<file path="src/rtl/pdcf_ram.sv">
// ----------------------------------------------------------------------------
// Generic RAM
// One write port and one read port with registered read data.
// ----------------------------------------------------------------------------
module pdcf_ram #(
  parameter int unsigned WIDTH = 8,
  parameter int unsigned DEPTH = 16
) (
  input  logic                     clk,
  input  logic                     we,
  input  logic [$clog2(DEPTH)-1:0] waddr,
  input  logic [WIDTH-1:0]         wdata,
  input  logic [$clog2(DEPTH)-1:0] raddr,
  output logic [WIDTH-1:0]         rdata
);

  logic [WIDTH-1:0] mem [DEPTH];

  always_ff @(posedge clk) begin
    if (we) begin
      mem[waddr] <= wdata;
    end
    rdata <= mem[raddr];
  end

endmodule

</file>
<file path="config.mk">
export PLATFORM = sky130hd
export DESIGN_NAME = pdcf_ram
export DESIGN_NICKNAME = d
export VERILOG_FILES = /design/src/rtl/pdcf_ram.sv
export SDC_FILE = /design/constraint.sdc
export NUM_CORES = 1
export LEC_CHECK = 0
export BUFFER_PORTS_ARGS = -buffer_cell sky130_fd_sc_hd__buf_2
export CAP_MARGIN = 20
export CELL_PAD_IN_SITES_DETAIL_PLACEMENT = 0
export CELL_PAD_IN_SITES_GLOBAL_PLACEMENT = 2
export CORE_MARGIN = 3
export CORE_UTILIZATION = 45
export DETAILED_ROUTE_END_ITERATION = 10
export GPL_ROUTABILITY_DRIVEN = 0
export GPL_TIMING_DRIVEN = 0
export PLACE_DENSITY_LB_ADDON = 0.25
export SLEW_MARGIN = 20
export SYNTH_ARGS = -nofsm -noshare
export SYNTH_HDL_FRONTEND = slang
export SYNTH_SLANG_ARGS = --single-unit
export TNS_END_PERCENT = 10
</file>
<file path="constraint.sdc">
create_clock -name clk -period 3.5 [get_ports clk]
set_clock_uncertainty 0.15 [all_clocks]
set_input_delay 0.7 -clock clk [delete_from_list [all_inputs] [get_ports clk]]
set_output_delay 0.7 -clock clk [all_outputs]
set_load 0.01 [all_outputs]
</file>
* Word level (Yosys, flattened, before mapping) *
Memory sizes are Yosys's and may differ from the RTL's. A register that Yosys moved wholly into a read port is not among the register bits.
Index checks and enable logic that the tools add are counted.

cells by class
  eq/ne operators = 0
  add/subtract/negate cells = 0
  bitwise logic cells = 0
  shift-type cells = 0
  reductions and logical operators = 0
  mux-type cells = 2
  $lt $le $gt $ge = 0
  $mul = 0
  div/mod/pow operators = 0

operators by type and width
  cell               number
  1-bit two-way mux  2

word-level totals
  RAM bits = 128
  register bits after elaboration = 0
  output and inout bits = 8
  bits of input ports = 18
  logic and storage cells = 3
  memories kept = 1
  latch bits = 0
  bits in read-only memories = 0

memory list
  name  words  bits a word  read ports  clocked after Yosys merged registers in  wr ports  line  text
  mem   16     8            1           1                                        1         17    logic [WIDTH-1:0] mem [DEPTH];

* Logic depth before layout (Yosys ltp) *
  word-level depth = 2
  depth in mapped cells = 5
  mapped depth without buffers = 3

* Worst setup path before layout *
OpenSTA, ideal clock, no wires.

  path kind = in2reg
  start point = input port waddr[2]
  end point = memory mem[0][0], enable pin
  library setup time = 0.383 ns
  path slack = 1.157 ns
  data required time = 2.967 ns
  stages on the path = 2
  data arrival time = 1.810 ns
  cells stage by stage = or3b_2 -> nor3_1

RTL lines
  element          line  text
  start, declared  11    input logic [$clog2(DEPTH)-1:0] waddr,
  end, declared    17

Straight into the memory's write port.

* Worst setup path after layout *
  start point = input port waddr[2]
  end point = memory mem[0][7], enable pin

Straight into the memory's write port.

==> qor.csv <==
metric;value;unit
setup-violations-final;0;
cts.sinks;136;
post-route-min-period;2110;ps
synth_top_family_by_area;multiplexers;
gr-total-overflow;0;
muxShareOfSynthArea;15.0;%
grt_pass1_vias;2486;
cellPowerDensity;615;mW/mm^2
ys_ff_latch;136;
nFillCells;845;
yosys-top-cells-count;edfxtp_1, mux4_2, a22oi_1;
cp_max_fo;8;
placed_cells;393;
start_kind;input pin;
area_growth;17.3;%
hold_class;register to register;
ys_seq_area_share;77.8;%
ant_nets;0;
yosys.area_share.simple;3.18;%
drcViolationCount;0;
worstPathCellList;buf_2 -> or3b_2 -> nor3_2;
avgViaCountPerCell;5.48;
cts.repair.resized;0;
die_h;113;um
min_period_over_period;60.3;%
drv_slew;0;
drt-initial-drc-count;132;
fin_cells;425;
clockBufferDepth;2;
async_reset_ff_share;0;%
antenna_found_initial;0;
max_slew_margin;45.9;%
wirelength;9770;um
finalNetCount;290;
postCtsSetupBuffers;0;
hold_viol_final;0;
cp-end-kind;register;
cp_slowest_stage_delay;640;ps
synth_top_area_share;74.7;%
synthCells;229;
initial_utilization;46.7;%
seq_area;0.00400;mm^2
synth_area_leaders;edfxtp_1, mux4_2, mux4_1;
yosys.area.top_type;edfxtp_1;
synth_xor_area_share;0;%
synth_compound_area_share;2.33;%
grt_pass1_wl;14900;um
maxCapViolCount;0;
worst-path-buf-inv;1;
synth_nets;247;
synth-edff-count;128;
dp_hpwl;6200;um
via_count;2328;
clock_latency;410;ps
die_w;113;um
antenna_cells;0;
critical_path_required;3380;ps
ys_types;19;
fp.dieArea;0.0128;mm^2
postCtsHoldBufs;0;
drt-pass1-iter-count;4;
cts_inserted_buffers;17;
cp_slowest_cell;nor3_2;
grt_setup_unrepaired;false;
synthFlopType;edfxtp_1;
numPortBuffers;24;
multi_input_area;0.00108;mm^2
ctsRootBufferMaster;clkbuf_16;
yosys_warnings;0;
critPathKind;input pin to register;
tightestPinTransition;807;ps
crit_family;simple AND/OR/NAND/NOR gates;
fmax;0.474;GHz
clkTransAtPathRegs;50;ps
fp.coreArea;0.0110;mm^2
synth_fa_ha_area_share;0;%
wl_per_cell;23.0;um
arrival;1990;ps
drive_gt1_share;29.8;%
synth_most_common_cell;edfxtp_1;
num_io_pins;26;
ir_drop;0.273;mV
grt_max_degree;17;
grt.total_usage;16.9;%
syn_area;0.00515;mm^2
tns;0;ps
leakage;0.00202;uW
avgSynthCellArea;22.5;um^2
cts_max_level;4;
outcome;completed;
num_rows;38;
cts_tree;built;
-- cells by family (layout without fill, tap and decap cells) --
family | Yosys count | in the layout
flops | 136 | 136
simple gates | 35 | 35
compound gates | 16 | 16
buf+inv | 10 | 66
mux | 32 | 32
-- layer usage --
layer  global-route usage [%]  wire length, um
met1                     23.5             4400
met2                     25.2             4720
met3                     4.92              523
met4                     7.21              127
met5                        0                0
-- registers in the layout (all words and copies together), names as in the netlist --
register	cells
mem	128
rdata	8
-- stage by stage --
stage	setup WS (ps)	area [um^2]	power, uW	utilization, %	hold WS [ps]
finish	1390	6040	3710	54.8	531
detailed placement	904	5460	2040	49.5	518
global route	1310	6040	3850	54.8	534
CTS	1330	6040	3750	54.8	528
global placement	545	5440	2040	49.3	509
floorplan	1160	5150	1960	-	479
-- worst reg2reg max path, cell delays in order (launching register included) --
cell and delay, ps:
edfxtp_1 360, mux4_1 570, a22oi_1 260, nand2_1 110
-- where the power goes --
part | internal (uW) | total [uW] | switching [uW] | leakage (uW)
Sequential | 1820 | 1830 | 8.21 | 0.00122
Combinational | 72.5 | 177 | 104 | 0.000520
Clock | 1100 | 1710 | 609 | 0.000280
-- area by class of cell --
type	count	share of cell area, %
flip-flops and latches	136	66.3
multi-input cells	83	17.8
clock buffers	24	7.98
well taps	140	2.90
repair buffers	24	1.99
clock inverters	8	1.57
plain buffers	10	1.43
-- final timing paths --
| kind | startpoint | to | slack [ps] | depth (start not counted) |
|---|---|---|---|---|
| max | waddr[2] | mem[0][7] | 1390 | 3 |
| min reg2reg | mem[11][3] | rdata[3] | 530 | 3 |
| max reg2reg | mem[5][0] | rdata[0] | 1920 | 3 |
| min | mem[11][3] | rdata[3] | 530 | 3 |
-- placed cells by master (no fill, tap or decap), types with 4 or more instances in the layout --
cell type and n:
buf_2 27, a22oi_1 16, clkinv_2 4, nor2_1 13, mux4_1 14, dfxtp_1 8
nor3_2 4, mux4_2 18, clkbuf_16 17, edfxtp_1 128, nand2_1 9, clkbuf_1 4
No activity file was read; power rests on OpenSTA's default activity.
