## src/rtl/pdcf_pkg.sv

```systemverilog
// ----------------------------------------------------------------------------
// Poisson disc candidate filter package
// Shared constants, codes and types for the candidate filter.
// ----------------------------------------------------------------------------
package pdcf_pkg;

  localparam int unsigned GRID_DIM     = 64;
  localparam int unsigned GRID_BITS    = $clog2(GRID_DIM);
  localparam int unsigned CELLS        = GRID_DIM * GRID_DIM;
  localparam int unsigned CELL_BITS    = 2 * GRID_BITS;
  localparam int unsigned MAX_POINTS   = 4096;
  localparam int unsigned PT_BITS      = $clog2(MAX_POINTS);
  localparam int unsigned COUNT_BITS   = PT_BITS + 1;
  localparam int unsigned COORD_BITS   = 16;
  localparam int unsigned DIV_CNT_BITS = $clog2(COORD_BITS);
  localparam int unsigned GRID_WIDTH   = PT_BITS + 1;
  localparam int unsigned STORE_WIDTH  = 2 * COORD_BITS;
  localparam int unsigned SQ_BITS      = 2 * COORD_BITS;
  localparam int unsigned CFG_BITS     = 16;
  localparam int unsigned CFG_IDX_BITS = 3;
  localparam int unsigned STATUS_BITS  = 3;

  typedef enum logic [CFG_IDX_BITS-1:0] {
    REG_LEFT_EDGE   = 3'd0,
    REG_TOP_EDGE    = 3'd1,
    REG_RIGHT_EDGE  = 3'd2,
    REG_BOTTOM_EDGE = 3'd3,
    REG_MIN_DIST    = 3'd4,
    REG_CELL_SIZE   = 3'd5
  } cfg_reg_t;

  typedef enum logic [STATUS_BITS-1:0] {
    ST_OK      = 3'd0,
    ST_OUTSIDE = 3'd1,
    ST_CLOSE   = 3'd2,
    ST_FULL    = 3'd3,
    ST_CLEARED = 3'd4
  } status_t;

  typedef enum logic [3:0] {
    S_CLEAR,
    S_IDLE,
    S_DIVX,
    S_DIVY,
    S_LIM,
    S_SCAN_RD,
    S_GRID_WAIT,
    S_STORE_WAIT,
    S_MULX,
    S_MULY,
    S_CMP,
    S_INSERT,
    S_DONE
  } state_t;

endpackage

```

## src/rtl/pdcf_div.sv

```systemverilog
// ----------------------------------------------------------------------------
// Restoring divider
// Unsigned division producing one quotient bit per cycle.
// ----------------------------------------------------------------------------
module pdcf_div (
  input  logic                            clk,
  input  logic                            rst_n,
  input  logic                            start,
  input  logic [pdcf_pkg::COORD_BITS-1:0] dividend,
  input  logic [pdcf_pkg::COORD_BITS-1:0] divisor,
  output logic                            done,
  output logic [pdcf_pkg::COORD_BITS-1:0] quotient
);

  localparam int unsigned W = pdcf_pkg::COORD_BITS;
  localparam int unsigned CW = pdcf_pkg::DIV_CNT_BITS;

  logic [W-1:0]  rem_r, rem_nxt;
  logic [W-1:0]  quo_r, quo_nxt;
  logic [W-1:0]  dvs_r, dvs_nxt;
  logic [CW-1:0] cnt_r, cnt_nxt;
  logic          run_r, run_nxt;
  logic          done_r, done_nxt;
  logic [W:0]    shifted;
  logic [W:0]    trial;

  always_comb begin
    shifted  = {rem_r, quo_r[W-1]};
    trial    = shifted - {1'b0, dvs_r};
    rem_nxt  = rem_r;
    quo_nxt  = quo_r;
    dvs_nxt  = dvs_r;
    cnt_nxt  = cnt_r;
    run_nxt  = run_r;
    done_nxt = 1'b0;
    if (start) begin
      rem_nxt = '0;
      quo_nxt = dividend;
      dvs_nxt = divisor;
      cnt_nxt = '0;
      run_nxt = 1'b1;
    end else if (run_r) begin
      // The top bit of the trial difference is the borrow.
      if (!trial[W]) begin
        rem_nxt = trial[W-1:0];
        quo_nxt = {quo_r[W-2:0], 1'b1};
      end else begin
        rem_nxt = shifted[W-1:0];
        quo_nxt = {quo_r[W-2:0], 1'b0};
      end
      cnt_nxt = cnt_r + CW'(1);
      if (cnt_r == CW'(W - 1)) begin
        run_nxt  = 1'b0;
        done_nxt = 1'b1;
      end
    end
  end

  always_ff @(posedge clk) begin
    if (!rst_n) begin
      run_r  <= 1'b0;
      done_r <= 1'b0;
      cnt_r  <= '0;
    end else begin
      run_r  <= run_nxt;
      done_r <= done_nxt;
      cnt_r  <= cnt_nxt;
    end
    rem_r <= rem_nxt;
    quo_r <= quo_nxt;
    dvs_r <= dvs_nxt;
  end

  assign done     = done_r;
  assign quotient = quo_r;

endmodule

```

## config.mk

```make
export PLATFORM = sky130hd
export DESIGN_NAME = pdcf_div
export DESIGN_NICKNAME = d
export VERILOG_FILES = /design/src/rtl/pdcf_pkg.sv /design/src/rtl/pdcf_div.sv
export SDC_FILE = /design/constraint.sdc
export NUM_CORES = 1
export LEC_CHECK = 0
export ABC_AREA = 1
export BUFFER_PORTS_ARGS = -buffer_cell sky130_fd_sc_hd__buf_2
export CAP_MARGIN = 25
export CORE_MARGIN = 2
export CORE_UTILIZATION = 50
export DETAILED_ROUTE_END_ITERATION = 10
export PLACE_DENSITY = 0.72
export SETUP_SLACK_MARGIN = 0.4
export SLEW_MARGIN = 20
export SYNTH_ARGS = -nofsm -noshare
export SYNTH_HDL_FRONTEND = slang
export SYNTH_SLANG_ARGS = --single-unit
```

## constraint.sdc

```tcl
create_clock -name clk -period 4.1 [get_ports clk]
set_input_delay 0 -clock clk [delete_from_list [all_inputs] [get_ports clk]]
set_output_delay 0 -clock clk [all_outputs]
set_load 0.05 [all_outputs]
```

---- After elaboration in Yosys (flattened, before gate mapping) ----
Cells that the tools add are included.
storage, ports and cells
  register bits after elaboration ......... 54
  word-level logic and storage cells ...... 22
operators by class
  add/subtract/negate cells ............... 2
  equality and inequality tests ........... 1
  multiplexer cells ....................... 8
  bitwise logic cells ..................... 2
  reduce and logical (&&, ||, !) cells .... 3
operator list
  cell                                                            count
  16-bit two-way mux                                              3
  17-bit by 16-bit subtractor with 17-bit output                  1
  1-bit two-way mux                                               5
  4-bit by 1-bit adder with 4-bit output (second input constant)  1
  4-bit equality test (second input constant)                     1
  3-bit OR reduction                                              1
  1-bit NOT                                                       2
  2-bit nonzero test                                              1
  2-bit OR reduction                                              1

---- Longest topological paths before layout ----
Gate-level depths: netlist of run 1.
  depth in word-level cells ............... 4
  gate-level depth with buffers ........... 16
  gate-level depth less buffers ........... 16

---- Worst setup path after synthesis of run 1 ----
Ideal clock, no wire load.
  path kind ............................... reg-to-reg
  start ................................... reg quo_r[15] (netlist: quotient[15])
  end ..................................... reg quo_r[0] (netlist: quotient[0]), data pin
  setup time .............................. 0.269 ns
  arrival time ............................ 2.218 ns
  required time ........................... 3.831 ns
  slack ................................... 1.613 ns
  stages on the path, launching flop included .. 15
  path buffers ............................ 1
  clock period less this slack ............ 2.487 ns
  cell sequence ........................... edfxtp_1 > inv_1 > ha_1 > fa_1 > inv_1 > nand2_1 > nand2_1 > nand3_1 > nand2_1 > nand2_2 > nand2_1 > nand2_1 > nand2_2 > buf_6 > o21ai_0
on the way
  word-level cells in the longest chain between the ends .. 4
ends and longest elaborated chain
  element                                         RTL line        RTL
  start: declaration                              pdcf_div.sv:19  logic [W-1:0] quo_r, quo_nxt;
  start signal: assignment                        pdcf_div.sv:70  quo_r <= quo_nxt;
  17-bit by 16-bit subtractor with 17-bit output  pdcf_div.sv:29  trial = shifted - {1'b0, dvs_r};
  1-bit two-way mux                               pdcf_div.sv:44  if (!trial[W]) begin
  16-bit two-way mux                              pdcf_div.sv:42  end else if (run_r) begin
  16-bit two-way mux                              pdcf_div.sv:36  if (start) begin
  named net quo_nxt[0]                            pdcf_div.sv:19
The timed path passes the listed nets, and every way through them passes these cells. The select of a mux whose other input is x is not followed.
A chain may end at the register's enable or synchronous reset.

---- Final worst setup path of run 1 ----
Same ends and word-level chain as after synthesis.

==> summary.txt, run 1 <==
Core Area -> 6310 sq um
Worst Tran Pin Value -> 736 ps
Worst Setup Path Type -> reg2reg
Initial DRC Count -> 234
first-pass GRT wire length -> 12,500 microns
worst vdd ir -> 358 uV
H-tree depth -> 2
number of flops mapped to enable cells by yosys -> 32
initial antenna violation count -> 0
global route overflow -> 0
final setup skew -> 8.43 ps
outcome -> completed
Port Buf Inserts -> 51
Synth top area share -> 29.6%
vias in the first global route -> 2,853
endpoints failing setup -> 0
Final Hold Fails -> 0
fin nets -> 596
Final Wtd Congestion -> 0.869
post-CTS sizing -> 0
Die Y -> 84.6 microns
min Tclk post-route -> 2380 ps
Clock transition at path regs -> 100 ps
post-synthesis sequential area ratio -> 43.1%
relative slew slack -> 50.9%
max cap viols -> 0
ys flop type -> edfxtp_1
Seq cells post-synth -> 54
Synth area leaders -> edfxtp_1 (30%), nand2_1 (23%), dfxtp_1 (14%), inv_1 (10%), ha_1 (6.5%)
Synth Cell Area -> 3250 sq um
CTS Buf Count -> 5
post-route ant nets -> 0
Hold Crit Class -> in2reg
share of layout cells above drive strength 1 -> 12.7%
fin crit share -> 58.2%
biggest area consumer among synthesized cells -> edfxtp_1
top-count cell post-synth -> nand2_1
Async S/R FF share, synth -> 0%
Cells after Synth -> 459
Vias -> 3,004
diodes inserted -> 0
Worst Setup End Kind -> flip-flop
# clock sinks -> 54
Warnings, synthesis -> 0
Residual DRC -> 0
Initial Utilization -> 51.4%
critical path required time -> 4140 ps
hold slack -> 299 ps
clock root buffer -> clkbuf_8
Max Clock Freq -> 0.419 GHz
WL/cell -> 11.7 microns
startpoint types -> flip-flop
setup TNS -> 0 ps
Crit Path Max Fanout -> 17
largest net degree at the start of global routing -> 38
routed vias/inst -> 4.84
Post-Syn Nets -> 512
Netlist cell types -> 24
Die W -> 84.6 microns
Critical Path AT -> 2430 ps
Total Routed Length -> 7250 microns
RSZ-0062 raised after global routing -> false
area grow syn2layout -> 23.6%
clk buf depth -> 2
power density over the cells -> 308 nW/um^2
max-slew violations -> 0
Avg Inst Size Synth -> 7.08 sq um
P_leak -> 2.19 nW
DR pass1 iterations -> 4
Boundary Pins -> 52
post-DP HPWL -> 5010 microns
Die ar. -> 7160 sq um
gr usage total -> 21.5%
CTS tree -> built
num rows -> 29
Post-synth top cells -> nand2_1 (200), inv_1 (88), edfxtp_1 (32), nand3_1 (31), dfxtp_1 (22)
Clock Latency Late Sink -> 310 ps
[through the flow]
step                power, mW  cell area, sq um  util, %  worst slack, ps  std cells
floorplan               0.788              3250        -             1610        459
global placement        0.845              3560     56.4             1840        580
finish                   1.24              4010     63.6             1720        621
global route             1.29              4010     63.6             1440        621
CTS                      1.24              4010     63.5             1740        621
detailed placement      0.847              3560     56.4             1720        580
[where the power goes]
group	total, mW	internal (mW)	switching (mW)
Clock	0.375	0.201	0.174
Sequential	0.627	0.611	0.0153
Combinational	0.237	0.0812	0.156
Total	1.24	0.893	0.345
[critical path, stage by stage (launching register included)]
cell	delay (ps)
edfxtp_1	370
inv_1	60
ha_1	220
fa_1	410
inv_1	70
nand2_1	50
nand2_1	110
nand3_1	80
nand2_1	120
nand2_2	80
nand2_1	80
nand2_1	60
nand2_2	290
o21ai_0	120
[sequential cells by signal, indices dropped and copies added (netlist names)]
signal    flops
dvs_r        16
quotient     16
run_r         1
rem_r        16
cnt_r         4
done          1
[repair_timing]
action / 4_1_cts / 5_1_grt
hold buffers: 33 / 0
endpoints found under the hold margin: 33 / 0
setup buffers: 0 / 0
[cells in the final DEF, fill, tap and decap left out, types with 4 or more instances in the layout]
cell / n
clkbuf_8: 6
ha_1: 17
nand3_1: 31
xnor2_1: 4
a21oi_1: 13
nand2_1: 200
inv_1: 88
nand4_1: 5
nand2_2: 4
buf_2: 51
nor2_1: 14
edfxtp_1: 32
dlygate4sd3_1: 33
o21ai_0: 6
dfxtp_1: 22
[final timing paths]
kind / cells after the start / slack [ps] / start / end
setup / recovery: 13 / 1720 / quotient[15]$_DFFE_PP_ / quotient[0]$_DFFE_PP_
hold / removal: 1 / 300 / start / dvs_r[7]$_DFFE_PP_
setup reg to reg: 13 / 1720 / quotient[15]$_DFFE_PP_ / quotient[0]$_DFFE_PP_
hold reg to reg: 2 / 480 / rem_r[5]$_SDFFE_PP0P_ / rem_r[5]$_SDFFE_PP0P_
[layer usage]
| layer | wire length, microns | up-vias | global-route usage, % |
|---|---|---|---|
| met5 | 0 | - | 0 |
| met4 | 144 | 0 | 7.22 |
| met3 | 212 | 13 | 3.15 |
| met2 | 3600 | 47 | 38.2 |
| met1 | 3290 | 1376 | 26.8 |
| li1 | - | 1568 | - |
[cell type report]
type | instances | area (sq um)
multi-input combinational | 309 | 1470
clock buffer | 6 | 82.6
clock inverter | 2 | 38.8
fill | 576 | 2300
inverter | 88 | 330
sequential | 54 | 1400
timing repair buffer | 85 | 593
tap | 77 | 96.3
[logic make-up after synthesis]
| logic type | share of synthesized area (%) |
|---|---|
| flip-flops | 43.1 |
| adder cells (fa/ha/maj) | 7.16 |
| buffers and inverters | 11.6 |
| AO/OA/AOI/OAI | 3.20 |
| XOR/XNOR | 1.89 |
| AND/OR/NAND/NOR | 33.0 |
Note: power is estimated with default switching activity, not from simulation.
==> inputs of run 2 (changes only) <==
Settings changed: PLACE_DENSITY 0.72 to 0.75.
Clock period 4.1 ns to 2.1 ns, I/O delays scaled along.
==> summary.txt, run 2 (synthesized netlist as in run 1, its figures left out) <==
outcome -> completed
hold path startpoint -> dividend[0]
final core utilization -> 68.4% (+4.8 points)
Vias -> 3,208 (+6.8%)
# clock sinks -> 54 (unchanged)
Worst Setup End Kind -> flip-flop
Critical Path AT -> 2310 ps (-120 ps)
first-pass GRT wire length -> 13,700 microns (+10%)
num rows -> 29 (unchanged)
final setup skew -> 9.82 ps (+1.39 ps)
P_leak -> 2.32 nW (+5.8%)
Initial DRC Count -> 280 (+20%)
critical path launch point -> dvs_r[0]$_DFFE_PP_
routed vias/inst -> 5.04 (+4.1%)
Die ar. -> 7160 sq um (unchanged)
CP peak stage delay -> 440 ps (+30 ps)
Total Routed Length -> 8530 microns (+18%)
WL/cell -> 13.4 microns (+15%)
clk buf depth -> 2 (unchanged)
combinational power share -> 20.6% (+1.5 points)
CP cell instances -> ha_4 > fa_2 > inv_2 > nand2_2 > nand2_2 > nand3_2 > nand2_2 > nand2_4 > nand2_4 > nand2_4 > nand2_8 > buf_12 > nand2_2 > nand3_1 > nand2_1
Die Y -> 84.6 microns (unchanged)
gr usage total -> 23.8% (+2.3 points)
max cap viols -> 0 (unchanged)
Switch Pwr -> 0.714 mW (+110%)
fin crit share -> 99.8% (+42 points)
Final Hold Fails -> 0 (unchanged)
CTS tree -> built
fin nets -> 612 (+2.7%)
post-DP HPWL -> 5420 microns (+8.2%)
Boundary Pins -> 52 (unchanged)
DP Cell Count -> 589 (+1.6%)
area grow syn2layout -> 32.9%
worst path bufs/invs -> 2 (unchanged)
Hold Crit Class -> in2reg
endpoints failing setup -> 0 (unchanged)
Clock Latency Late Sink -> 310 ps (about the same)
power density over the cells -> 576 nW/um^2 (+87%)
min Tclk post-route -> 2100 ps (-289 ps)
Residual DRC -> 0 (unchanged)
clock root buffer -> clkbuf_8
slowest cell on the critical path -> edfxtp_1
Clock transition at path regs -> 100 ps (about the same)
DR pass1 iterations -> 5 (+1)
RSZ-0062 raised after global routing -> true
Core Area -> 6310 sq um (unchanged)
Reg-to-Reg Start -> dvs_r[0]$_DFFE_PP_
diodes inserted -> 0 (unchanged)
relative slew slack -> 58.7% (+7.8 points)
Crit Path Max Fanout -> 8 (-9)
worst vdd ir -> 547 uV (+53%)
Top delay family on crit path -> simple AND/OR/NAND/NOR gates
most frequent CP cell -> nand2_2
Final Wtd Congestion -> 0.868 (about the same)
global route overflow -> 0 (unchanged)
Max Clock Freq -> 0.477 GHz (+14%)
Initial Utilization -> 51.4% (unchanged)
most frequent cells in the layout -> nand2_1 (181), inv_1 (86), buf_2 (51)
largest net degree at the start of global routing -> 18 (-53%)
Worst Setup Path Type -> reg2reg
max-slew violations -> 0 (unchanged)
clock power share -> 30.0% (-0.3 points)
startpoint types -> flip-flop
Worst Tran Pin Value -> 618 ps (-118 ps)
initial antenna violation count -> 0 (unchanged)
switching portion of total power -> 28.7% (+0.90 points)
Port Buf Inserts -> 51 (unchanged)
share of layout cells above drive strength 1 -> 21.1% (+8.4 points)
Die W -> 84.6 microns (unchanged)
leading cell type in the layout, fill and taps excluded -> nand2_1
critical path required time -> 2310 ps (-1830 ps)
H-tree depth -> 2 (unchanged)
Pint -> 1.77 mW (+98%)
vias in the first global route -> 3,124 (+9.5%)
CTS Buf Count -> 5 (unchanged)
Post-Layout Cell Count -> 637 (+2.6%)
post-route ant nets -> 0 (unchanged)
Flop pwr share -> 49.3% (-1.3 points)
## run 2: cell types whose count changed in the layout (fill, tap and decap cells not counted), moves of 7 or more
cell	delta
nand3_1	-7
nand3_2	+7
nand2_2	+11
buf_4	+13
nand2_4	+8
nand2_1	-19
## run 2: power groups by stage
stage	clock network [mW]	logic, mW	registers [mW]
2_1_floorplan	0	0.189	1.35
3_3_place_gp	0	0.420	1.24
3_5_place_dp	0	0.426	1.25
4_1_cts	0.760	0.482	1.22
5_1_grt	0.793	0.559	1.23
6_report	0.746	0.512	1.23
## run 2: per-stage QoR
step	area, sq um	setup slack, ps	TNS, ps	power [mW]	hold WS (ps)
after global routing	4320	-117	-1240	2.58	51.6
after global placement	3640	63.6	0	1.66	177
after CTS	4150	93.1	0	2.47	7.53
after detailed placement	3640	-2.76	-3.65	1.67	179
final	4320	4.37	0	2.48	18.4
after floorplan	3260	-255	-2700	1.54	98.9
## run 2: area by class of cell
class	count	area [sq um]
Clock buffer	6	82.6
Clock inverter	2	38.8
Fill cell	519	2000
Inverter	88	330
Multi-Input combinational cell	310	1640
Sequential cell	54	1400
Tap cell	77	96.3
Timing Repair Buffer	100	723
## run 2: timing repair
action	CTS	global route
pin swaps	5	15
hold endpoints to repair	32	0
endpoints found under the setup margin	17	17
buffers inserted	4	3
cloned	1	0
resized for setup	11	35
hold buffers	32	0
## run 2: worst paths after layout
check	endpoint	slack, ps	cells past startpoint
hold reg to reg	rem_r[7]$_SDFFE_PP0P_	480	2
hold / removal	quotient[0]$_DFFE_PP_	20	3
setup reg to reg	rem_r[4]$_SDFFE_PP0P_	4	15
setup / recovery	rem_r[4]$_SDFFE_PP0P_	4	15
## run 2: worst min-delay path, cell delays in order
cell	delay, ps
buf_2	80
nand2_1	40
o21ai_1	80
## run 2: routing by layer
metal	vias up	routed length, microns	global-route usage (%)
met5	-	0	0
met4	0	179	8.23
met3	20	463	3.44
met2	122	4330	40.6
met1	1460	3550	30.9
li1	1606	-	-
